### src/rtl/ssdg_pkg.sv
// ----------------------------------------------------------------------------
// Stepper step/dir generator package
// Shared constants, types and helper functions of the step/dir generator.
// ----------------------------------------------------------------------------
`default_nettype none

package ssdg_pkg;

  localparam int unsigned QUEUE_DEPTH = 8;
  localparam int unsigned QIDX_W      = (QUEUE_DEPTH > 1) ? $clog2(QUEUE_DEPTH) : 1;
  localparam int unsigned QCNT_W      = $clog2(QUEUE_DEPTH + 1);

  localparam int unsigned DIST_W      = 32;
  localparam int unsigned STEPS_W     = 31;
  localparam int unsigned SPEED_W     = 20;
  localparam int unsigned MODE_REQ_W  = 8;
  localparam int unsigned MODE_W      = 3;
  localparam int unsigned TIME_W      = 20;
  localparam int unsigned CFG_W       = 8;
  localparam int unsigned CFG_IDX_W   = 2;

  localparam int unsigned S_TDATA_W   = 64;
  localparam int unsigned M_TDATA_W   = 8;

  localparam logic [SPEED_W-1:0] USEC_PER_SEC = SPEED_W'(1000000);
  localparam int unsigned        MODE_COUNT   = 6;
  localparam int unsigned        DIV_STEPS    = SPEED_W;
  localparam int unsigned        DIV_CNT_W    = $clog2(DIV_STEPS);

  localparam logic [CFG_W-1:0]  PULSE_HIGH_RESET = CFG_W'(4);
  localparam logic [CFG_W-1:0]  DEADBAND_RESET   = CFG_W'(4);
  localparam logic [MODE_W-1:0] MODE_RESET       = MODE_W'(0);

  localparam logic [MODE_W-1:0] MODE_PIN_TABLE [MODE_COUNT] = '{
    MODE_W'(0), MODE_W'(1), MODE_W'(2), MODE_W'(3), MODE_W'(4), MODE_W'(5)
  };

  typedef enum logic [CFG_IDX_W-1:0] {
    REG_PULSE_HIGH   = 2'd0,
    REG_DEADBAND     = 2'd1,
    REG_DEFAULT_MODE = 2'd2
  } cfg_reg_e;

  typedef enum logic [0:0] {
    OP_TICK = 1'b0,
    OP_MOVE = 1'b1
  } opcode_e;

  typedef struct packed {
    logic [MODE_REQ_W-1:0] mode;
    logic [SPEED_W-1:0]    speed;
    logic [DIST_W-1:0]     distance;
  } queue_entry_t;

  typedef struct packed {
    logic enqueue;
    logic tick_accept;
    logic load_start;
    logic div_step;
    logic low_calc;
    logic pulse;
    logic emit;
  } ssdg_cmd_t;

  typedef struct packed {
    logic phase_idle;
    logic queue_empty;
    logic div_last;
    logic out_free;
  } ssdg_status_t;

  // Returns {fixed, index}: an out-of-range mode selects mode 0 and flags it.
  function automatic logic [MODE_W:0] mode_apply_f(logic [MODE_REQ_W-1:0] m);
    logic [MODE_W:0] res;
    if (m >= MODE_REQ_W'(MODE_COUNT)) begin
      res = {1'b1, MODE_W'(0)};
    end else begin
      res = {1'b0, m[MODE_W-1:0]};
    end
    return res;
  endfunction

  function automatic logic [MODE_W-1:0] mode_pins_f(logic [MODE_W-1:0] idx);
    logic [MODE_W-1:0] res;
    if (idx < MODE_W'(MODE_COUNT)) begin
      res = MODE_PIN_TABLE[idx];
    end else begin
      res = MODE_PIN_TABLE[0];
    end
    return res;
  endfunction

  function automatic logic [QIDX_W-1:0] qidx_next_f(logic [QIDX_W-1:0] i);
    logic [QIDX_W-1:0] res;
    if (i == QIDX_W'(QUEUE_DEPTH - 1)) begin
      res = '0;
    end else begin
      res = i + QIDX_W'(1);
    end
    return res;
  endfunction

endpackage

`default_nettype wire

### src/rtl/ssdg_div.sv
// ----------------------------------------------------------------------------
// Period divider
// Restoring divider that computes one million divided by the speed, one
// quotient bit per cycle while step_i is high.
// ----------------------------------------------------------------------------
`default_nettype none

module ssdg_div (
  input  wire logic                        clk_i,
  input  wire logic                        rst_ni,
  input  wire logic                        start_i,
  input  wire logic [ssdg_pkg::SPEED_W-1:0] divisor_i,
  input  wire logic                        step_i,
  output logic      [ssdg_pkg::SPEED_W-1:0] quotient_o,
  output logic                             last_o
);

  logic [ssdg_pkg::DIV_CNT_W-1:0] cnt_q, cnt_d;
  logic [ssdg_pkg::SPEED_W-1:0]   rem_q, rem_d;
  logic [ssdg_pkg::SPEED_W-1:0]   quo_q, quo_d;
  logic [ssdg_pkg::SPEED_W-1:0]   div_q;
  logic [ssdg_pkg::SPEED_W:0]     trial;
  logic                           ge;

  always_comb begin
    trial = {rem_q, quo_q[ssdg_pkg::SPEED_W-1]};
    ge    = trial >= {1'b0, div_q};
    rem_d = ge ? ssdg_pkg::SPEED_W'(trial - {1'b0, div_q})
               : trial[ssdg_pkg::SPEED_W-1:0];
    quo_d = {quo_q[ssdg_pkg::SPEED_W-2:0], ge};
    cnt_d = cnt_q + ssdg_pkg::DIV_CNT_W'(1);
  end

  always_ff @(posedge clk_i or negedge rst_ni) begin
    if (!rst_ni) begin
      cnt_q <= '0;
    end else if (start_i) begin
      cnt_q <= '0;
    end else if (step_i) begin
      cnt_q <= cnt_d;
    end
  end

  always_ff @(posedge clk_i) begin
    if (start_i) begin
      rem_q <= '0;
      quo_q <= ssdg_pkg::USEC_PER_SEC;
      div_q <= divisor_i;
    end else if (step_i) begin
      rem_q <= rem_d;
      quo_q <= quo_d;
    end
  end

  assign quotient_o = quo_q;
  assign last_o     = cnt_q == ssdg_pkg::DIV_CNT_W'(ssdg_pkg::DIV_STEPS - 1);

endmodule

`default_nettype wire

### src/rtl/ssdg_datapath.sv
// ----------------------------------------------------------------------------
// Step/dir datapath
// Configuration registers, command queue, pulse timing state and the output
// word register.
// ----------------------------------------------------------------------------
`default_nettype none

module ssdg_datapath (
  input  wire logic                            clk_i,
  input  wire logic                            rst_ni,
  input  wire ssdg_pkg::ssdg_cmd_t             cmd_i,
  output ssdg_pkg::ssdg_status_t               status_o,
  input  wire logic [ssdg_pkg::S_TDATA_W-1:0]  in_data_i,
  output logic                                 out_valid_o,
  input  wire logic                            out_ready_i,
  output logic      [ssdg_pkg::M_TDATA_W-1:0]  out_data_o,
  input  wire logic                            cfg_we_i,
  input  wire logic [ssdg_pkg::CFG_IDX_W-1:0]  cfg_idx_i,
  input  wire logic [ssdg_pkg::CFG_W-1:0]      cfg_wdata_i
);

  typedef enum logic [2:0] {
    PH_IDLE = 3'b001,
    PH_HIGH = 3'b010,
    PH_LOW  = 3'b100
  } phase_e;

  logic [ssdg_pkg::CFG_W-1:0]   pht_q, db_q;
  logic                         any_loaded_q;
  logic [ssdg_pkg::MODE_W-1:0]  mode_idx_q;
  logic                         mode_fixed_q;

  ssdg_pkg::queue_entry_t       q_mem [ssdg_pkg::QUEUE_DEPTH];
  logic [ssdg_pkg::QIDX_W-1:0]  head_q, tail_q;
  logic [ssdg_pkg::QCNT_W-1:0]  count_q;
  logic                         q_full;

  logic                         dir_q;
  logic [ssdg_pkg::STEPS_W-1:0] steps_q;
  logic [ssdg_pkg::TIME_W-1:0]  low_q, timer_q;
  phase_e                       phase_q;
  logic                         step_lvl_q, accepted_q;
  logic                         out_valid_q;
  logic [ssdg_pkg::M_TDATA_W-1:0] out_data_q;

  logic [ssdg_pkg::DIST_W-1:0]    in_dist, in_mag, enq_dist;
  ssdg_pkg::queue_entry_t         head_entry;
  logic [ssdg_pkg::DIST_W-1:0]    neg_dist;
  logic [ssdg_pkg::STEPS_W-1:0]   load_steps;
  logic [ssdg_pkg::SPEED_W-1:0]   speed_eff, quotient;
  logic [ssdg_pkg::MODE_W:0]      load_mode, cfg_mode;
  logic [ssdg_pkg::TIME_W-1:0]    pht_ext, low_d;
  logic                           div_last;

  phase_e                         pl_phase;
  logic [ssdg_pkg::TIME_W-1:0]    pl_timer;
  logic [ssdg_pkg::STEPS_W-1:0]   pl_steps;
  logic                           pl_level;
  logic                           moving;

  always_comb begin
    in_dist  = in_data_i[ssdg_pkg::DIST_W-1:0];
    in_mag   = in_dist[ssdg_pkg::DIST_W-1] ? ssdg_pkg::DIST_W'(-in_dist) : in_dist;
    enq_dist = (in_mag < ssdg_pkg::DIST_W'(db_q)) ? '0 : in_dist;
    q_full   = count_q == ssdg_pkg::QCNT_W'(ssdg_pkg::QUEUE_DEPTH);

    head_entry = q_mem[head_q];
    neg_dist   = ssdg_pkg::DIST_W'(-head_entry.distance);
    if (!head_entry.distance[ssdg_pkg::DIST_W-1]) begin
      load_steps = head_entry.distance[ssdg_pkg::STEPS_W-1:0];
    end else if (head_entry.distance == {1'b1, {(ssdg_pkg::DIST_W-1){1'b0}}}) begin
      load_steps = '1;
    end else begin
      load_steps = neg_dist[ssdg_pkg::STEPS_W-1:0];
    end
    speed_eff = (head_entry.speed == '0) ? ssdg_pkg::SPEED_W'(1) : head_entry.speed;
    load_mode = ssdg_pkg::mode_apply_f(head_entry.mode);
    cfg_mode  = ssdg_pkg::mode_apply_f(ssdg_pkg::MODE_REQ_W'(cfg_wdata_i[ssdg_pkg::MODE_W-1:0]));

    pht_ext = ssdg_pkg::TIME_W'(pht_q);
    low_d   = (quotient < pht_ext) ? pht_ext : quotient - pht_ext;
  end

  ssdg_div u_div (
    .clk_i      (clk_i),
    .rst_ni     (rst_ni),
    .start_i    (cmd_i.load_start),
    .divisor_i  (speed_eff),
    .step_i     (cmd_i.div_step),
    .quotient_o (quotient),
    .last_o     (div_last)
  );

  always_comb begin
    pl_phase = phase_q;
    pl_timer = timer_q;
    pl_steps = steps_q;
    pl_level = 1'b0;
    if (pl_phase == PH_IDLE && pl_steps != '0) begin
      pl_steps = pl_steps - ssdg_pkg::STEPS_W'(1);
      pl_phase = PH_HIGH;
      pl_timer = (pht_q == '0) ? ssdg_pkg::TIME_W'(1) : pht_ext;
    end
    case (pl_phase)
      PH_HIGH: begin
        pl_level = 1'b1;
        if (pl_timer != '0) begin
          pl_timer = pl_timer - ssdg_pkg::TIME_W'(1);
        end
        if (pl_timer == '0) begin
          if (low_q == '0) begin
            pl_phase = PH_IDLE;
          end else begin
            pl_phase = PH_LOW;
            pl_timer = low_q;
          end
        end
      end
      PH_LOW: begin
        if (pl_timer != '0) begin
          pl_timer = pl_timer - ssdg_pkg::TIME_W'(1);
        end
        if (pl_timer == '0) begin
          pl_phase = PH_IDLE;
        end
      end
      default: begin
        pl_phase = PH_IDLE;
        pl_timer = '0;
      end
    endcase
  end

  always_ff @(posedge clk_i or negedge rst_ni) begin
    if (!rst_ni) begin
      pht_q        <= ssdg_pkg::PULSE_HIGH_RESET;
      db_q         <= ssdg_pkg::DEADBAND_RESET;
      any_loaded_q <= 1'b0;
      mode_idx_q   <= ssdg_pkg::MODE_RESET;
      mode_fixed_q <= 1'b0;
    end else if (cmd_i.load_start) begin
      any_loaded_q <= 1'b1;
      mode_idx_q   <= load_mode[ssdg_pkg::MODE_W-1:0];
      mode_fixed_q <= load_mode[ssdg_pkg::MODE_W];
    end else if (cfg_we_i) begin
      case (ssdg_pkg::cfg_reg_e'(cfg_idx_i))
        ssdg_pkg::REG_PULSE_HIGH: pht_q <= cfg_wdata_i;
        ssdg_pkg::REG_DEADBAND:   db_q  <= cfg_wdata_i;
        ssdg_pkg::REG_DEFAULT_MODE: begin
          if (!any_loaded_q) begin
            mode_idx_q   <= cfg_mode[ssdg_pkg::MODE_W-1:0];
            mode_fixed_q <= cfg_mode[ssdg_pkg::MODE_W];
          end
        end
        default: begin
        end
      endcase
    end
  end

  always_ff @(posedge clk_i or negedge rst_ni) begin
    if (!rst_ni) begin
      head_q  <= '0;
      tail_q  <= '0;
      count_q <= '0;
    end else if (cmd_i.enqueue && !q_full) begin
      tail_q  <= ssdg_pkg::qidx_next_f(tail_q);
      count_q <= count_q + ssdg_pkg::QCNT_W'(1);
    end else if (cmd_i.load_start) begin
      head_q  <= ssdg_pkg::qidx_next_f(head_q);
      count_q <= count_q - ssdg_pkg::QCNT_W'(1);
    end
  end

  always_ff @(posedge clk_i) begin
    if (cmd_i.enqueue && !q_full) begin
      q_mem[tail_q] <= '{
        mode:     in_data_i[ssdg_pkg::DIST_W+ssdg_pkg::SPEED_W +: ssdg_pkg::MODE_REQ_W],
        speed:    in_data_i[ssdg_pkg::DIST_W +: ssdg_pkg::SPEED_W],
        distance: enq_dist
      };
    end
  end

  always_ff @(posedge clk_i or negedge rst_ni) begin
    if (!rst_ni) begin
      dir_q      <= 1'b1;
      steps_q    <= '0;
      low_q      <= '0;
      timer_q    <= '0;
      phase_q    <= PH_IDLE;
      step_lvl_q <= 1'b0;
      accepted_q <= 1'b0;
    end else begin
      if (cmd_i.enqueue) begin
        accepted_q <= !q_full;
        step_lvl_q <= phase_q == PH_HIGH;
      end
      if (cmd_i.tick_accept) begin
        accepted_q <= 1'b0;
      end
      if (cmd_i.load_start) begin
        dir_q   <= !head_entry.distance[ssdg_pkg::DIST_W-1];
        steps_q <= load_steps;
      end
      if (cmd_i.low_calc) begin
        low_q <= low_d;
      end
      if (cmd_i.pulse) begin
        phase_q    <= pl_phase;
        timer_q    <= pl_timer;
        steps_q    <= pl_steps;
        step_lvl_q <= pl_level;
      end
    end
  end

  assign moving = (steps_q != '0) || (phase_q != PH_IDLE);

  always_ff @(posedge clk_i or negedge rst_ni) begin
    if (!rst_ni) begin
      out_valid_q <= 1'b0;
    end else if (cmd_i.emit) begin
      out_valid_q <= 1'b1;
    end else if (out_ready_i) begin
      out_valid_q <= 1'b0;
    end
  end

  always_ff @(posedge clk_i) begin
    if (cmd_i.emit) begin
      out_data_q <= {mode_fixed_q, moving, accepted_q,
                     ssdg_pkg::mode_pins_f(mode_idx_q), dir_q, step_lvl_q};
    end
  end

  assign out_valid_o = out_valid_q;
  assign out_data_o  = out_data_q;

  assign status_o = '{
    phase_idle:  phase_q == PH_IDLE,
    queue_empty: count_q == '0,
    div_last:    div_last,
    out_free:    !out_valid_q || out_ready_i
  };

endmodule

`default_nettype wire

### src/rtl/ssdg_ctrl.sv
// ----------------------------------------------------------------------------
// Step/dir controller
// Sequences move words through queueing and result output, and tick
// words through command load and division if due, pulse and output.
// ----------------------------------------------------------------------------
`default_nettype none

module ssdg_ctrl (
  input  wire logic                   clk_i,
  input  wire logic                   rst_ni,
  input  wire logic                   in_valid_i,
  output logic                        in_ready_o,
  input  wire logic                   in_opcode_i,
  input  wire ssdg_pkg::ssdg_status_t status_i,
  output ssdg_pkg::ssdg_cmd_t         cmd_o
);

  typedef enum logic [4:0] {
    ST_IDLE  = 5'b00001,
    ST_DIV   = 5'b00010,
    ST_LOWT  = 5'b00100,
    ST_PULSE = 5'b01000,
    ST_EMIT  = 5'b10000
  } state_e;

  state_e state_q, state_d;

  always_comb begin
    state_d = state_q;
    cmd_o   = '0;
    case (state_q)
      ST_IDLE: begin
        if (in_valid_i) begin
          if (ssdg_pkg::opcode_e'(in_opcode_i) == ssdg_pkg::OP_MOVE) begin
            cmd_o.enqueue = 1'b1;
            state_d       = ST_EMIT;
          end else begin
            cmd_o.tick_accept = 1'b1;
            if (status_i.phase_idle && !status_i.queue_empty) begin
              cmd_o.load_start = 1'b1;
              state_d          = ST_DIV;
            end else begin
              state_d = ST_PULSE;
            end
          end
        end
      end
      ST_DIV: begin
        cmd_o.div_step = 1'b1;
        if (status_i.div_last) begin
          state_d = ST_LOWT;
        end
      end
      ST_LOWT: begin
        cmd_o.low_calc = 1'b1;
        state_d        = ST_PULSE;
      end
      ST_PULSE: begin
        cmd_o.pulse = 1'b1;
        state_d     = ST_EMIT;
      end
      ST_EMIT: begin
        if (status_i.out_free) begin
          cmd_o.emit = 1'b1;
          state_d    = ST_IDLE;
        end
      end
      default: begin
        state_d = ST_IDLE;
      end
    endcase
  end

  always_ff @(posedge clk_i or negedge rst_ni) begin
    if (!rst_ni) begin
      state_q <= ST_IDLE;
    end else begin
      state_q <= state_d;
    end
  end

  assign in_ready_o = state_q == ST_IDLE;

endmodule

`default_nettype wire

### src/rtl/stepper_step_dir_generator.sv
// With the output free, a move word goes from acceptance through the emit state to its
// result word. A tick word passes the pulse and emit states; one that loads a command
// first passes the divide state, where the period divider makes one bit per cycle, and
// the low-time state. No new word is taken until the last one's result word is emitted.
// Reset is asynchronous and active low; it empties the queue, idles the pulse, sets
// the direction bit high and restores the register defaults.
// ----------------------------------------------------------------------------
// Stepper step/dir generator
// Queues move commands and turns one-microsecond tick words into step,
// direction and microstep mode pin levels.
// ----------------------------------------------------------------------------
`default_nettype none

module stepper_step_dir_generator (
  input  wire logic                            clk_i,
  input  wire logic                            rst_ni,
  input  wire logic                            s_axis_tvalid,
  output logic                                 s_axis_tready,
  // distance [31:0], speed [51:32], mode_request [59:52], zero [63:60]
  input  wire logic [ssdg_pkg::S_TDATA_W-1:0]  s_axis_tdata,
  // opcode [0]
  input  wire logic                            s_axis_tuser,
  output logic                                 m_axis_tvalid,
  input  wire logic                            m_axis_tready,
  // step_pin [0], dir_pin [1], mode_pins [4:2], accepted [5], moving [6],
  // mode_fixed [7]
  output logic      [ssdg_pkg::M_TDATA_W-1:0]  m_axis_tdata,
  input  wire logic                            cfg_we_i,
  input  wire logic [ssdg_pkg::CFG_IDX_W-1:0]  cfg_idx_i,
  input  wire logic [ssdg_pkg::CFG_W-1:0]      cfg_wdata_i
);

  ssdg_pkg::ssdg_cmd_t    cmd;
  ssdg_pkg::ssdg_status_t status;

  ssdg_ctrl u_ctrl (
    .clk_i       (clk_i),
    .rst_ni      (rst_ni),
    .in_valid_i  (s_axis_tvalid),
    .in_ready_o  (s_axis_tready),
    .in_opcode_i (s_axis_tuser),
    .status_i    (status),
    .cmd_o       (cmd)
  );

  ssdg_datapath u_datapath (
    .clk_i       (clk_i),
    .rst_ni      (rst_ni),
    .cmd_i       (cmd),
    .status_o    (status),
    .in_data_i   (s_axis_tdata),
    .out_valid_o (m_axis_tvalid),
    .out_ready_i (m_axis_tready),
    .out_data_o  (m_axis_tdata),
    .cfg_we_i    (cfg_we_i),
    .cfg_idx_i   (cfg_idx_i),
    .cfg_wdata_i (cfg_wdata_i)
  );

endmodule

`default_nettype wire

### config.mk
export PLATFORM = sky130hd
export DESIGN_NAME = stepper_step_dir_generator
export DESIGN_NICKNAME = d
export VERILOG_FILES = /design/src/rtl/ssdg_pkg.sv /design/src/rtl/ssdg_div.sv /design/src/rtl/ssdg_datapath.sv /design/src/rtl/ssdg_ctrl.sv /design/src/rtl/stepper_step_dir_generator.sv
export SDC_FILE = /design/constraint.sdc
export NUM_CORES = 1
export LEC_CHECK = 0
export CORE_MARGIN = 3
export CORE_UTILIZATION = 40
export DETAILED_ROUTE_END_ITERATION = 7
export DONT_BUFFER_PORTS = 1
export PLACE_DENSITY = 0.59
export SYNTH_ARGS = -nofsm -noshare
export SYNTH_HDL_FRONTEND = slang
export SYNTH_SLANG_ARGS = --single-unit
export TNS_END_PERCENT = 5
### constraint.sdc
create_clock -name clk_i -period 7.4 [get_ports clk_i]
set_clock_uncertainty 0.2 [all_clocks]
set_input_delay 1.48 -clock clk_i [delete_from_list [all_inputs] [get_ports clk_i]]
set_output_delay 1.48 -clock clk_i [all_outputs]
set_load 0.02 [all_outputs]
* Word level (Yosys, flattened, before mapping) *
Memory sizes are Yosys's and may differ from the RTL's. A register that Yosys moved wholly into a read port is not among the register bits.
Index checks and enable logic that the tools add are counted.

storage, ports and cells
  output and inout port bits = 10
  memory bits (writable) = 480
  memory bits (read-only) = 24
  memories = 2
  input port bits = 80
  bits in registers = 184
  word-level logic and storage cells = 162

memories
  memory            depth  width  read ports  clocked after memory_dff  wr ports  line                 text
  u_datapath.q_mem  8      60     1           0                         1         ssdg_datapath.sv:33  ssdg_pkg::queue_entry_t q_mem [ssdg_pkg::QUEUE_DEPTH];
  (name not given)  8      3      1           1                         0         ssdg_pkg.sv:86       res = MODE_PIN_TABLE[idx];

operators by class
  multiplexer cells = 63
  equality and inequality tests = 22
  bitwise operators = 3
  order comparisons = 6
  reduce and logical (&&, ||, !) cells = 33
  add/subtract/negate cells = 11

operators by type and width
  cell                   number
  $mux 20                8
  $mux 31                5
  $logic_not 20->1       4
  $mux 32                2
  $pmux 20 s2            1
  $mux 3                 12
  $eq 32x32->1 const B   1
  $lt 32x8->1            1
  $neg 32->32            1
  $neg 31->31            1
  $reduce_bool 31->1     1
  $sub 31x1->31 const B  1
  $mux 5                 6
  $pmux 5 s5             1
  $ge 21x20->1           1
  $lt 20x8->1            1
  $mux 1                 20
  $mux 4                 5
  $reduce_bool 20->1     1
  $sub 20x1->20 const B  1
  $sub 20x20->20         1
  $sub 20x8->20          1
  $reduce_bool 2->1      8
  $reduce_and 3->1       4
  33 further kinds       50

* Logic depth before layout (Yosys ltp) *
Gate-level depths: netlist (run 1).

  depth after elaboration = 10
  mapped depth = 22
  gate-level depth less buffers = 17

* Hierarchy *
A second synthesis (run 1) with hierarchy kept.

unflattened totals
  cell total of the unflattened synthesis = 2,268
  area total of the unflattened synthesis = 31,033.5 sq um

modules (own cells, without submodules)
  module         area each (sq um)  seq. area each (sq um)  instances  cells an instance
  ssdg_datapath  27,072.2           17,386.7                1          1,862
  ssdg_div       3,549.7            1,526.5                 1          367
  ssdg_ctrl      411.6              126.4                   1          39

* Least setup slack after synthesis (run 1) *
Ideal clock, no wire load.

  path kind = input-to-reg
  start point = in s_axis_tuser
  end point = mem u_datapath.q_mem[4][0] (netlist name), enable pin
  setup time = 0.564 ns
  stages = 4
  data required time = 6.636 ns
  arrival time = 6.408 ns
  buffers on the path = 1
  setup slack = 0.228 ns
  cell sequence = and4_1 > clkbuf_1 > nand2b_1 > nor3b_1

between the ends
  longest elaborated chain between the ends = 6

RTL lines
  item                          line                              text
  from (decl)                   stepper_step_dir_generator.sv:22  input wire logic s_axis_tuser,
  $mux 1                        ssdg_ctrl.sv:34                   if (ssdg_pkg::opcode_e'(in_opcode_i) == ssdg_pkg::OP_MOVE) begin
  $mux 3                        ssdg_ctrl.sv:33                   if (in_valid_i) begin
  $mux 3                        ssdg_ctrl.sv:31                   case (state_q)
  $logic_and 1x1->1             ssdg_datapath.sv:176              if (cmd_i.enqueue && !q_full) begin
  $mux 1                        ssdg_datapath.sv:176
  $mux 1 (not written as such)  ssdg_datapath.sv:177              q_mem[tail_q] <= '{
  to (decl)                     ssdg_datapath.sv:33

No other way between the ends.

* Worst setup path in the final report (run 1) *
  start point = reg u_datapath.steps_q[12] (netlist name)
  end point = reg u_datapath.timer_q[13] (netlist name)

between the ends
  longest elaborated chain between the ends = 9
  elaborated cells on any way between the ends = 15
  those cells by class = add/sub: 1; eq/ne: 2; mux: 8; reduce/logical: 4

RTL lines
  item                                                        line                                        text
  from (decl)                                                 ssdg_datapath.sv:39                         logic [ssdg_pkg::STEPS_W-1:0] steps_q;
  from (signal assigned)                                      ssdg_datapath.sv:204                        steps_q <= load_steps;
  from (signal assigned)                                      ssdg_datapath.sv:212                        steps_q <= pl_steps;
  $reduce_bool 31->1 (*)                                      ssdg_datapath.sv:99                         if (pl_phase == PH_IDLE && pl_steps != '0) begin
  $logic_and 1x1->1 (*)                                       ssdg_datapath.sv:99
  $mux 20                                                     ssdg_datapath.sv:99
  $sub 20x1->20 / $reduce_bool 20->1 (equally long branches)  -
  $mux 20                                                     ssdg_datapath.sv:107, ssdg_datapath.sv:120
  $mux 20                                                     ssdg_datapath.sv:104                        case (pl_phase)
  $logic_not 20->1 / $mux 20 (equally long branches)          ssdg_datapath.sv:110, ssdg_datapath.sv:111
  $mux 20                                                     ssdg_datapath.sv:110                        if (pl_timer == '0) begin
  $pmux 20 s2 (*)                                             ssdg_datapath.sv:104
  to (signal assigned)                                        ssdg_datapath.sv:211                        timer_q <= pl_timer;
  to (decl)                                                   ssdg_datapath.sv:40                         logic [ssdg_pkg::TIME_W-1:0] low_q, timer_q;

Every way passes the cells marked *; elsewhere a longest branch is shown, timed or not. The select of a mux whose other input is x is not followed.
A chain may end at the register's enable or synchronous reset.

==> out/qor.csv, run 1 <==
stage,metric,value,unit
route,topRoutingLayerUsed,met4,
pwr,max-vdd-ir-drop,0.195,mV
worst_setup_path,worst-endpoint-required,7.76,ns
synth,syn_nets,2399,
route,detailroute.via_count,18900,
worst_setup_path,cp-start-kind,flop,
sta,min_tclk_post_route,5.65,ns
clocking,post-cts-setup-buffers,0,
synth,synthXorXnorAreaFrac,2.21,%
pwr,power_per_cell_area,367,nW/µm²
synth,synth_edf_count,508,
worst_setup_path,path_class,flop to flop,
worst_hold_path,min_path_type,flop to flop,
synth,synth_area_per_cell,13.5,µm²
global_routing,grt_max_degree,120,
synth,synth_compound_gate_area_share,8.93,%
layout,final_non_filler_cell_area,34200,µm²
global_routing,grt_pass1_vias,18900,
pwr,leakagePower,11.7,nW
layout,antenna_fix_cells,0,
clocking,cts.hold.buffers_added,0,
synth,synth-adder-area-share,2.08,%
worst_hold_path,holdPathStages,0,
synth,synth_top_cell_area_share,49.9,%
worst_setup_path,crit_path_max_delay_family,simple AND/OR/NAND/NOR gates,
layout,layout.cells.most_common,edfxtp_1,
worst_setup_path,critical_path_peak_fanout,23,
worst_setup_path,crit_buf_inv,1,
worst_setup_path,ff2ff_setup_slack,1.75,ns
clocking,cts.reportedPaths.clkPinSlew,0.06,ns
sta,worst-slew-pin-transition,1.16,ns
synth,synth_area_leader_cell,edfxtp_1,
placed_design,port_buffers,0,
worst_setup_path,critical_path_depth,15,
worst_setup_path,cpPeakStageDelay,0.74,ns
layout,synthToLayoutAreaGrowth,11.7,%
floorplanning,initial_core_util,40.7,%
sta,min_period_over_period,76.4,%
synth,yosys_most_used_dff,edfxtp_1,
synth,synthTopCellsByArea,"edfxtp_1 (50%), dfrtp_1 (9.3%), mux4_2 (8.1%)",
route,met1Wirelength,32900,µm
synth,synthArstFlopShare,17.8,%
layout,fin_nets,2402,
floorplanning,floorplan.rows,100,
placed_design,placed_cell_area,31700,µm²
clocking,h-tree-depth,3,
run_status,outcome,"complete, no violations",
synth,post_synth_and_or_nand_nor_area_fraction,11.0,%
placed_design,place_hpwl,45600,µm
clocking,ctsResizeCount,0,
route,wire_per_inst,22.0,µm
synth,yosys_warnings,0,
run,number_of_max_cap_violations,0,
synth,largest_family_of_logic_cells_by_synthesized_area,multiplexers,
placed_design,gp_congestion,0.911,
sta,rsz0062_at_grt,false,
synth,mappedNetlistArea,30600,µm²
floorplanning,die_height,283,µm
clocking,clockBufferDepth,3,
global_routing,globalRoute.totalOverflow,0,
worst_setup_path,reg2regPathDepth,15,
sta,fmax,177,MHz
global_routing,wire_length_of_the_first_global_routing_pass,113000,µm
sta,final_count_of_negative_setup_slack_endpoints,0,
route,postRouteAntennaNets,0,
floorplanning,top_level_pins,90,
sta,tns,0,ns
layout,layout_common_cells,"edfxtp_1 (508), nand2_1 (163), nor2_1 (152), o21ai_0 (146), a21oi_1 (115)",
sta,slew_headroom,22.6,%
route,detail_route.first_pass.iterations,7,
floorplanning,die_outline_area,79800,µm²
synth,yosys_register_bits,667,
synth,ys_seq_area_share,62.3,%
route,wl_met3,4730,µm
layout,post_route_cells_drive_above_1_share,14.5,%
floorplanning,die-width,283,µm
worst_setup_path,critical_path.cell_chain,"or4_4, or3_1, or4_4, nand2_2, buf_4, a21oi_1, ha_1, nand3_1, a21oi_1, o22ai_2, mux2i_1, nor4b_1, and3_1, and4_1, a221o_1",
clocking,cts.sinks,667,
clocking,clk_latency,0.63,ns
worst_setup_path,timing.critical_path.arrival,6.01,ns
synth,postSynthCellCount,2270,
clocking,cts_tree,done,
floorplanning,placeableCoreArea,75100,µm²
route,wl_met2,33800,µm
global_routing,grt_use_total,18.4,%
sta,final-max-slew-violation-count,0,
synth,multiplexer_share_of_the_synthesized_area,11.1,%
route,drc,0,
worst_setup_path,critical_path.endpoint_type,flop,
route,initialDrtViolationCount,1626,
worst_setup_path,critical_path.slowest_cell,and4_1,
route,avgViaCountPerCell,5.72,
clocking,cts-root-buf,clkbuf_16,
global_routing,antenna_found_initial,1,
sta,timing_hold_violations_final,0,
route,wl,72700,µm
synth,ys_types,89,
clocking,cts_made_buffers,75,
==> path summary, 6_finish.rpt <==
path / endpoint / start
worst max register to register: u_datapath.timer_q[13] / u_datapath.steps_q[12]
max in group asynchronous: u_datapath.phase_q[0] / rst_ni
worst min-delay path: u_datapath.out_data_o[0] / u_datapath.step_lvl_q
worst min register to register: u_datapath.out_data_o[0] / u_datapath.step_lvl_q
worst max-delay path: u_datapath.timer_q[13] / u_datapath.steps_q[12]
min in group asynchronous: u_datapath.u_div.cnt_q[3] / rst_ni
==> layer usage <==
layer / up-vias / track usage (%)
li1: 8707 / -
met1: 9596 / 26.0
met2: 512 / 29.3
met3: 88 / 4.01
met4: 0 / 4.22
met5: - / 0
==> cell families (layout without fill, tap and decap cells) <==
kind of cell,count (synthesis),in the layout
muxes,196,196
DFF,667,667
buffers and inverters,182,247
adders and majority gates,49,49
AOI/OAI and AO/OA,435,435
and+or+nand+nor,664,664
xor gates and xnor gates,77,77
==> area by class of cell <==
cell class	instances	area (µm²)
multi-input combinational	1421	10900
fill	6653	40900
tap	969	1210
clock inverter	46	510
inverter	73	274
timing repair buffer	35	263
sequential	667	19100
clock buffer	93	2000
==> per-stage QoR <==
stage               setup slack, ns  utilization [%]  instances  power [mW]  hold slack (ns)
floorplan                     0.228                -       2270        7.90            0.220
global placement               1.94             42.2       3165        8.78            0.229
detailed placement             1.90             42.2       3165        8.88            0.237
CTS                            1.82             45.5       3304        12.6            0.252
global route                   1.42             45.5       3304        13.3            0.275
finish                         1.75             45.5       3304        12.5            0.251
==> synthesized netlist by cell type, drive strengths merged, types with 11 or more instances <==
cell type and count:
and2 11, dfxtp 40, nand4 17, clkbuf 76
a31oi 13, nand2b 19, o211ai 12, edfxtp 508
nand2 165, a21boi 11, or2 11, nor3 64
o21ai 149, mux2i 52, o31ai 24, nand3 58
a21o 21, buf 33, nor4 33, xor2 24
a21oi 118, xnor2 53, mux4 110, dfrtp 114
inv 72, nor2 155, or4 16, nor2b 47
or3 21, ha 46, mux2 34
==> power by group <==
part / leakage (nW) / internal (mW) / switching [mW] / total (mW)
clock network: 1.21 / 2.19 / 1.52 / 3.71
registers: 6.39 / 4.57 / 0.542 / 5.12
logic: 4.08 / 1.64 / 2.07 / 3.71
total: 11.7 / 8.40 / 4.13 / 12.5
==> worst register-to-register path, cell delays in order, from the launching register on <==
cell and delay, ns:
dfrtp_1 0.44, or4_4 0.57, or3_1 0.47, or4_4 0.69, nand2_2 0.15, buf_4 0.30
a21oi_1 0.15, ha_1 0.32, nand3_1 0.16, a21oi_1 0.07, o22ai_2 0.34, mux2i_1 0.18
nor4b_1 0.24, and3_1 0.30, and4_1 0.74, a221o_1 0.26
==> registers in the layout (all words and copies together), names as in the netlist, 20 cells and up <==
register	count
u_datapath.q_mem	480
u_datapath.low_q	20
u_datapath.u_div.quotient_o	20
u_datapath.u_div.div_q	20
u_datapath.timer_q	20
u_datapath.steps_q	31
u_datapath.u_div.rem_q	20
(Power assumes the default switching activity.)
==> run 2, diff against run 1 <==
Clock period 7.4 ns to 5.6 ns, I/O delays scaled along.
==> run 2 against run 1 <==
Sequential power rose by 32%. First-iteration DRC count fell by 5.0%. Final area increased by 0.81%. Final cell count grew 0.27%. Combinational power up 34%. Maximum frequency rose by 10%. Sequential cell count stayed put. Clock power grew 35%. Critical path depth rose by 1.
==> out/qor.csv, run 2 (same netlist as run 1, synthesis figures left out) <==
stage,metric,value,unit,change
run_status,outcome,"complete, no violations",,unchanged
pwr,sequentialPowerShare,40.3,%,was 40.8%
pwr,power_dissipated_by_switching_net_loads,5.48,mW,was 4.13 mW
sta,fmax,195,MHz,was 177 MHz
global_routing,grt_use_total,18.6,%,was 18.4%
layout,layout_common_cells,"edfxtp_1 (508), nand2_1 (163), nor2_1 (152), o21ai_0 (146), a21oi_1 (115)",,unchanged
layout,largest_reg_flops,480,,unchanged
route,initialDrtViolationCount,1545,,was 1626
placed_design,place_hpwl,46200,µm,was 45600 µm
worst_setup_path,crit_buf_inv,1,,unchanged
floorplanning,initial_core_util,40.7,%,unchanged
global_routing,antenna_found_initial,1,,unchanged
layout,post_route_cells_drive_above_1_share,15.2,%,was 14.5%
clocking,clockBufferDepth,3,,unchanged
pwr,power_report.internal_total,11.2,mW,was 8.40 mW
sta,timing_hold_violations_final,0,,unchanged
pwr,leakagePower,11.8,nW,was 11.7 nW
worst_setup_path,timing.critical_path.arrival,5.39,ns,was 6.01 ns
floorplanning,floorplan.rows,100,,unchanged
worst_setup_path,crit_start,u_datapath.steps_q[12],,unchanged
route,wl_met3,4500,µm,was 4730 µm
pwr,power_per_cell_area,486,nW/µm²,was 367 nW/µm²
route,detail_route.first_pass.iterations,5,,was 7
pwr,power.switching_fraction,32.8,%,was 33.0%
worst_setup_path,critical_path_peak_fanout,14,,was 23
sta,final-max-slew-violation-count,0,,unchanged
placed_design,port_buffers,0,,unchanged
placed_design,dp.cells,3173,,was 3165
pwr,power.clock.fraction,30.0,%,was 29.6%
pwr,finalPower,16.7,mW,was 12.5 mW
worst_setup_path,timing.rr.start,u_datapath.steps_q[12],,unchanged
layout,multi_input_area,10900,µm²,about the same
worst_setup_path,critical-path-top-cell-by-count,or4_4,,
route,detailroute.via_count,19000,,was 18900
route,wire_per_inst,22.2,µm,was 22.0 µm
floorplanning,top_level_pins,90,,unchanged
layout,antenna_fix_cells,0,,unchanged
floorplanning,die-width,283,µm,unchanged
route,met1Wirelength,32500,µm,was 32900 µm
sta,hold_ws,0.0297,ns,was 0.251 ns
floorplanning,placeableCoreArea,75100,µm²,unchanged
route,topRoutingLayerUsed,met5,,was met4
layout,top_regs,"u_datapath.q_mem: 480 flops, u_datapath.steps_q: 31 flops",,unchanged
clocking,post-cts-setup-buffers,0,,unchanged
worst_setup_path,cp-start-kind,flop,,unchanged
route,wl,73500,µm,was 72700 µm
clocking,cts-root-buf,clkbuf_16,,unchanged
worst_setup_path,worst-endpoint-required,5.87,ns,was 7.76 ns
clocking,h-tree-depth,3,,unchanged
sta,min_tclk_post_route,5.12,ns,was 5.65 ns
sta,rsz0062_at_grt,false,,unchanged
clocking,cts.sinks,667,,unchanged
worst_setup_path,critical_path.cell_chain,"or4_4, or3_1, or4_4, nand2_2, nor2_1, a21oi_1, ha_1, nand2_1, nor3_1, o22ai_2, nor4b_2, nor4b_1, and3_1, and4_1, buf_12, a221o_1",,"was or4_4, or3_1, or4_4, nand2_2, buf_4, a21oi_1, ha_1, nand3_1, a21oi_1, o22ai_2, mux2i_1, nor4b_1, and3_1, and4_1, a221o_1"
route,avgViaCountPerCell,5.73,,was 5.72
clocking,clk_latency,0.62,ns,was 0.63 ns
route,wl_met2,34700,µm,was 33800 µm
worst_setup_path,path_class,flop to flop,,unchanged
layout,largest-register,u_datapath.q_mem,,unchanged
clocking,ctsResizeCount,0,,unchanged
floorplanning,die_outline_area,79800,µm²,unchanged
layout,fin_nets,2412,,was 2402
placed_design,gp_congestion,0.888,,was 0.911
global_routing,grt_pass1_vias,18900,,about the same
global_routing,wire_length_of_the_first_global_routing_pass,114000,µm,was 113000 µm
global_routing,globalRoute.totalOverflow,0,,unchanged
layout,synthToLayoutAreaGrowth,12.6,%,was 11.7%
sta,min_period_over_period,91.4,%,was 76.4%
clocking,cts_made_buffers,74,,was 75
worst_setup_path,crit_path_max_delay_family,simple AND/OR/NAND/NOR gates,,unchanged
layout,layout.cells.most_common,edfxtp_1,,unchanged
sta,final_count_of_negative_setup_slack_endpoints,0,,unchanged
sta,slew_headroom,23.2,%,was 22.6%
sta,worst-slew-pin-transition,1.15,ns,was 1.16 ns
worst_setup_path,critical_path.slowest_cell,or4_4,,was and4_1
worst_setup_path,cpPeakStageDelay,0.68,ns,was 0.74 ns
layout,nFillCells,6568,,was 6653
sta,tns,0,ns,unchanged
run,number_of_max_cap_violations,0,,unchanged
route,drc,0,,unchanged
pwr,comb_power_share,29.6,%,about the same
floorplanning,die_height,283,µm,unchanged
layout,final_util,45.9,%,was 45.5%
clocking,cts_tree,done,,unchanged
layout,ff_latch_area,19100,µm²,unchanged
worst_hold_path,min_path_type,input port to asynchronous set/reset pin,,was flop to flop
worst_setup_path,critical_path.endpoint_type,flop,,unchanged
layout,finish.cell_count_without_fillers,3313,,was 3304
route,postRouteAntennaNets,0,,unchanged
clocking,cts.reportedPaths.clkPinSlew,0.06,ns,about the same
pwr,max-vdd-ir-drop,0.238,mV,was 0.195 mV
global_routing,grt_max_degree,92,,was 120
[run 2: worst reg2reg max path: cells and delay by family, from the launching register on]
| kind | cells | cell delay [ns] |
|---|---|---|
| DFF | 1 | 0.44 |
| adders and majority gates | 1 | 0.24 |
| and+or+nand+nor | 11 | 3.23 |
| buffers and inverters | 1 | 0.17 |
| AOI/OAI and AO/OA | 3 | 0.67 |
[run 2: per-layer routing]
metal  vias up  track usage, %
met1      9566            25.5
li1       8723               -
met4         2            5.59
met5         -               0
met3       129            3.80
met2       549            30.1
[run 2: area by class of cell]
class | instances | area share [%]
tap | 969 | 3.52
clock inverter | 38 | 1.45
timing repair buffer | 46 | 1.37
clock buffer | 99 | 6.01
inverter | 73 | 0.796
multi-input combinational | 1421 | 31.5
sequential | 667 | 55.3
[run 2: power groups by stage]
| stage | combinational [mW] | sequential (mW) | clock [mW] |
|---|---|---|---|
| floorplan | 3.93 | 6.51 | 0 |
| global placement | 4.84 | 6.81 | 0 |
| detailed placement | 4.92 | 6.84 | 0 |
| CTS | 4.97 | 6.75 | 5.14 |
| global route | 5.49 | 6.85 | 5.36 |
| finish | 4.96 | 6.75 | 5.02 |
[run 2: per-stage QoR]
step                      setup WS [ns]  instance area, µm²
after global placement            0.658               31800
final                             0.480               34400
after global routing              0.230               34400
after floorplan                   -1.19               30600
after detailed placement          0.561               31800
after CTS                         0.533               34400
[run 2: worst paths after layout]
| kind | end | slack, ns | cells past startpoint |
|---|---|---|---|
| setup reg to reg | u_datapath.timer_q[13] | 0.48 | 16 |
| setup / recovery | u_datapath.timer_q[13] | 0.48 | 16 |
| hold / removal | u_datapath.timer_q[7] | 0.03 | 0 |
| min in group clk_i | u_datapath.out_data_o[0] | 0.25 | 0 |
| hold reg to reg | u_datapath.out_data_o[0] | 0.25 | 0 |
| max in group asynchronous | u_datapath.pht_q[6] | 4.25 | 1 |
[run 2: repair_timing]
item | 4_1_cts | 5_1_grt
hold buffers | 3 | 0
hold endpoints to repair | 91 | 0
endpoints found under the setup margin | 0 | 0
==> run 3, diff against run 2 <==
Settings changed: CELL_PAD_IN_SITES_DETAIL_PLACEMENT set to 0, CELL_PAD_IN_SITES_GLOBAL_PLACEMENT set to 1, PLACE_DENSITY 0.59 to 0.68.
==> run 3 against run 2 <==
Via count fell by 0.90%. Hold slack gained 0.11 ns. First-iteration DRC count grew 1.7%. Sequential cell count stayed put. Critical path type unchanged. Critical endpoint is now u_datapath.timer_q[19]. Largest cell class unchanged. Largest power group unchanged.
==> out/qor.csv, run 3 (same netlist as run 1, synthesis figures left out) <==
stage,metric,value,unit,change
run_status,outcome,"complete, no violations",,unchanged
sta,worst-slew-pin-transition,1.10,ns,was 1.15 ns
layout,layout.cells.most_common,edfxtp_1,,unchanged
worst_setup_path,critical_path.endpoint_type,flop,,unchanged
layout,nFillCells,6667,,was 6568
route,drc,0,,unchanged
route,avgViaCountPerCell,5.68,,was 5.73
layout,final_util,45.5,%,was 45.9%
layout,fin_nets,2411,,was 2412
placed_design,port_buffers,0,,unchanged
sta,rsz0062_at_grt,false,,unchanged
pwr,comb_power_share,30.4,%,was 29.6%
placed_design,gp_congestion,0.858,,was 0.888
run,number_of_max_cap_violations,0,,unchanged
sta,timing_hold_violations_final,0,,unchanged
pwr,power_per_cell_area,481,nW/µm²,was 486 nW/µm²
floorplanning,die_outline_area,79800,µm²,unchanged
floorplanning,initial_core_util,40.7,%,unchanged
layout,post_route_cells_drive_above_1_share,14.6,%,was 15.2%
pwr,power_report.internal_total,10.9,mW,was 11.2 mW
clocking,cts_tree,done,,unchanged
placed_design,placed_cell_area,31800,µm²,about the same
global_routing,wire_length_of_the_first_global_routing_pass,113000,µm,was 114000 µm
clocking,cts_made_buffers,74,,unchanged
worst_setup_path,timing.rr.start,u_datapath.steps_q[12],,unchanged
layout,ff_latch_area,19100,µm²,unchanged
route,initialDrtViolationCount,1572,,was 1545
pwr,power_dissipated_by_switching_net_loads,5.49,mW,was 5.48 mW
layout,largest_reg_flops,480,,unchanged
layout,synthToLayoutAreaGrowth,11.8,%,was 12.6%
global_routing,antenna_found_initial,2,,was 1
sta,final-max-slew-violation-count,0,,unchanged
sta,setup_slack,0.402,ns,was 0.480 ns
route,postRouteAntennaNets,0,,unchanged
global_routing,grt_pass1_vias,18700,,was 18900
floorplanning,placeableCoreArea,75100,µm²,unchanged
placed_design,placement.setup.worst_slack,0.501,ns,was 0.561 ns
pwr,finalPower,16.4,mW,was 16.7 mW
global_routing,globalRoute.totalOverflow,0,,unchanged
placed_design,dp.cells,3174,,was 3173
sta,slew_headroom,26.8,%,was 23.2%
clocking,clk_latency,0.62,ns,about the same
clocking,h-tree-depth,3,,unchanged
layout,final_non_filler_cell_area,34200,µm²,was 34400 µm²
route,wl,73100,µm,was 73500 µm
global_routing,grt_max_degree,115,,was 92
layout,finish.cell_count_without_fillers,3311,,was 3313
clocking,cts.reportedPaths.clkPinSlew,0.06,ns,about the same
pwr,leakagePower,11.7,nW,was 11.8 nW
layout,top_regs,"u_datapath.q_mem: 480 flops, u_datapath.steps_q: 31 flops",,unchanged
clocking,cts-root-buf,clkbuf_16,,unchanged
worst_setup_path,critical_path_peak_fanout,13,,was 14
pwr,power.clock.fraction,28.6,%,was 30.0%
layout,antenna_fix_cells,0,,unchanged
sta,final_count_of_negative_setup_slack_endpoints,0,,unchanged
floorplanning,die_height,283,µm,unchanged
clocking,cts.sinks,667,,unchanged
sta,hold_ws,0.139,ns,was 0.0297 ns
pwr,power.switching_fraction,33.4,%,was 32.8%
pwr,max-vdd-ir-drop,0.247,mV,was 0.238 mV
worst_setup_path,path_class,flop to flop,,unchanged
placed_design,place_hpwl,46000,µm,was 46200 µm
route,detailroute.via_count,18800,,was 19000
layout,layout_common_cells,"edfxtp_1 (508), nand2_1 (163), nor2_1 (152), o21ai_0 (146), a21oi_1 (115)",,unchanged
floorplanning,top_level_pins,90,,unchanged
worst_hold_path,min_path_type,input port to asynchronous set/reset pin,,unchanged
floorplanning,floorplan.rows,100,,unchanged
worst_setup_path,crit_start,u_datapath.steps_q[12],,unchanged
layout,multi_input_area,10900,µm²,unchanged
pwr,sequentialPowerShare,41.0,%,was 40.3%
global_routing,grt_use_total,18.5,%,was 18.6%
clocking,clockBufferDepth,3,,unchanged
layout,largest-register,u_datapath.q_mem,,unchanged
worst_setup_path,cp-start-kind,flop,,unchanged
route,wire_per_inst,22.1,µm,was 22.2 µm
worst_setup_path,worst-endpoint-required,5.95,ns,was 5.87 ns
sta,min_tclk_post_route,5.20,ns,was 5.12 ns
sta,fmax,192,MHz,was 195 MHz
route,detail_route.first_pass.iterations,5,,unchanged
worst_setup_path,timing.critical_path.arrival,5.55,ns,was 5.39 ns
sta,min_period_over_period,92.8,%,was 91.4%
floorplanning,die-width,283,µm,unchanged
sta,tns,0,ns,unchanged
## run 3: cell types whose count changed in the layout (fill, tap and decap cells not counted), moves of 2 or more
cell	delta
clkbuf_8	-5
clkinv_4	+3
clkinv_2	-2
clkbuf_16	-2
clkinv_1	+9
clkinvlp_4	-5
buf_12	-2
dlygate4sd3_1	-2
bufinv_16	-4
buf_4	+3
clkbuf_1	+6
## run 3: path summary, 6_finish.rpt
| kind | end | slack, ns | cells after the start |
|---|---|---|---|
| worst max register to register | u_datapath.timer_q[19] | 0.40 | 16 |
| max in group asynchronous | u_datapath.head_q[1] | 4.36 | 1 |
| worst min register to register | u_datapath.out_data_o[7] | 0.25 | 0 |
| worst min-delay path | u_ctrl.state_q[0] | 0.14 | 0 |
| min in group clk_i | u_datapath.out_data_o[7] | 0.25 | 0 |
| worst max-delay path | u_datapath.timer_q[19] | 0.40 | 16 |
## run 3: what timing repair did
action / in CTS / in global routing
setup buffers: 0 / 0
hold buffers: 1 / 0
gates resized for setup: 0 / 0
endpoints found under the hold margin: 114 / 0
## run 3: cell type report
type	count	share of cell area [%]
clock inverter	38	1.13
timing repair buffer	45	1.27
sequential	667	55.7
multi-input combinational	1421	31.8
inverter	73	0.801
tap	969	3.55
clock buffer	98	5.77
## run 3: power by group through the flow
stage / sequential (mW) / clock (mW) / combinational, mW
after CTS: 6.74 / 4.83 / 5.00
after global routing: 6.85 / 5.01 / 5.53
after global placement: 6.81 / 0 / 4.89
final: 6.74 / 4.71 / 4.99
after floorplan: 6.51 / 0 / 3.93
after detailed placement: 6.83 / 0 / 4.96
## run 3: per-layer routing
| metal | part of all wire [%] | vias to the layer above | global-route usage [%] | wire length (µm) |
|---|---|---|---|---|
| met5 | 0 | - | 0 | 0 |
| met4 | 2.4 | 0 | 5.20 | 1760 |
| li1 | - | 8718 | - | - |
| met2 | 46 | 540 | 29.3 | 33900 |
| met1 | 44 | 9433 | 25.5 | 32500 |
| met3 | 6.8 | 108 | 4.40 | 4980 |
## run 3: worst max-delay path, cell delays in order, from the launching register on
cell and delay (ns):
dfrtp_1 0.44, or4_4 0.57, or3_1 0.36, or4_4 0.65
nand2_2 0.20, nor2_1 0.10, a21oi_1 0.16, ha_1 0.34
nand3_1 0.19, a21oi_1 0.20, o22ai_2 0.20, o211ai_1 0.36
o211ai_1 0.19, nor4_4 0.28, and4_1 0.28, buf_4 0.22
a22o_1 0.17
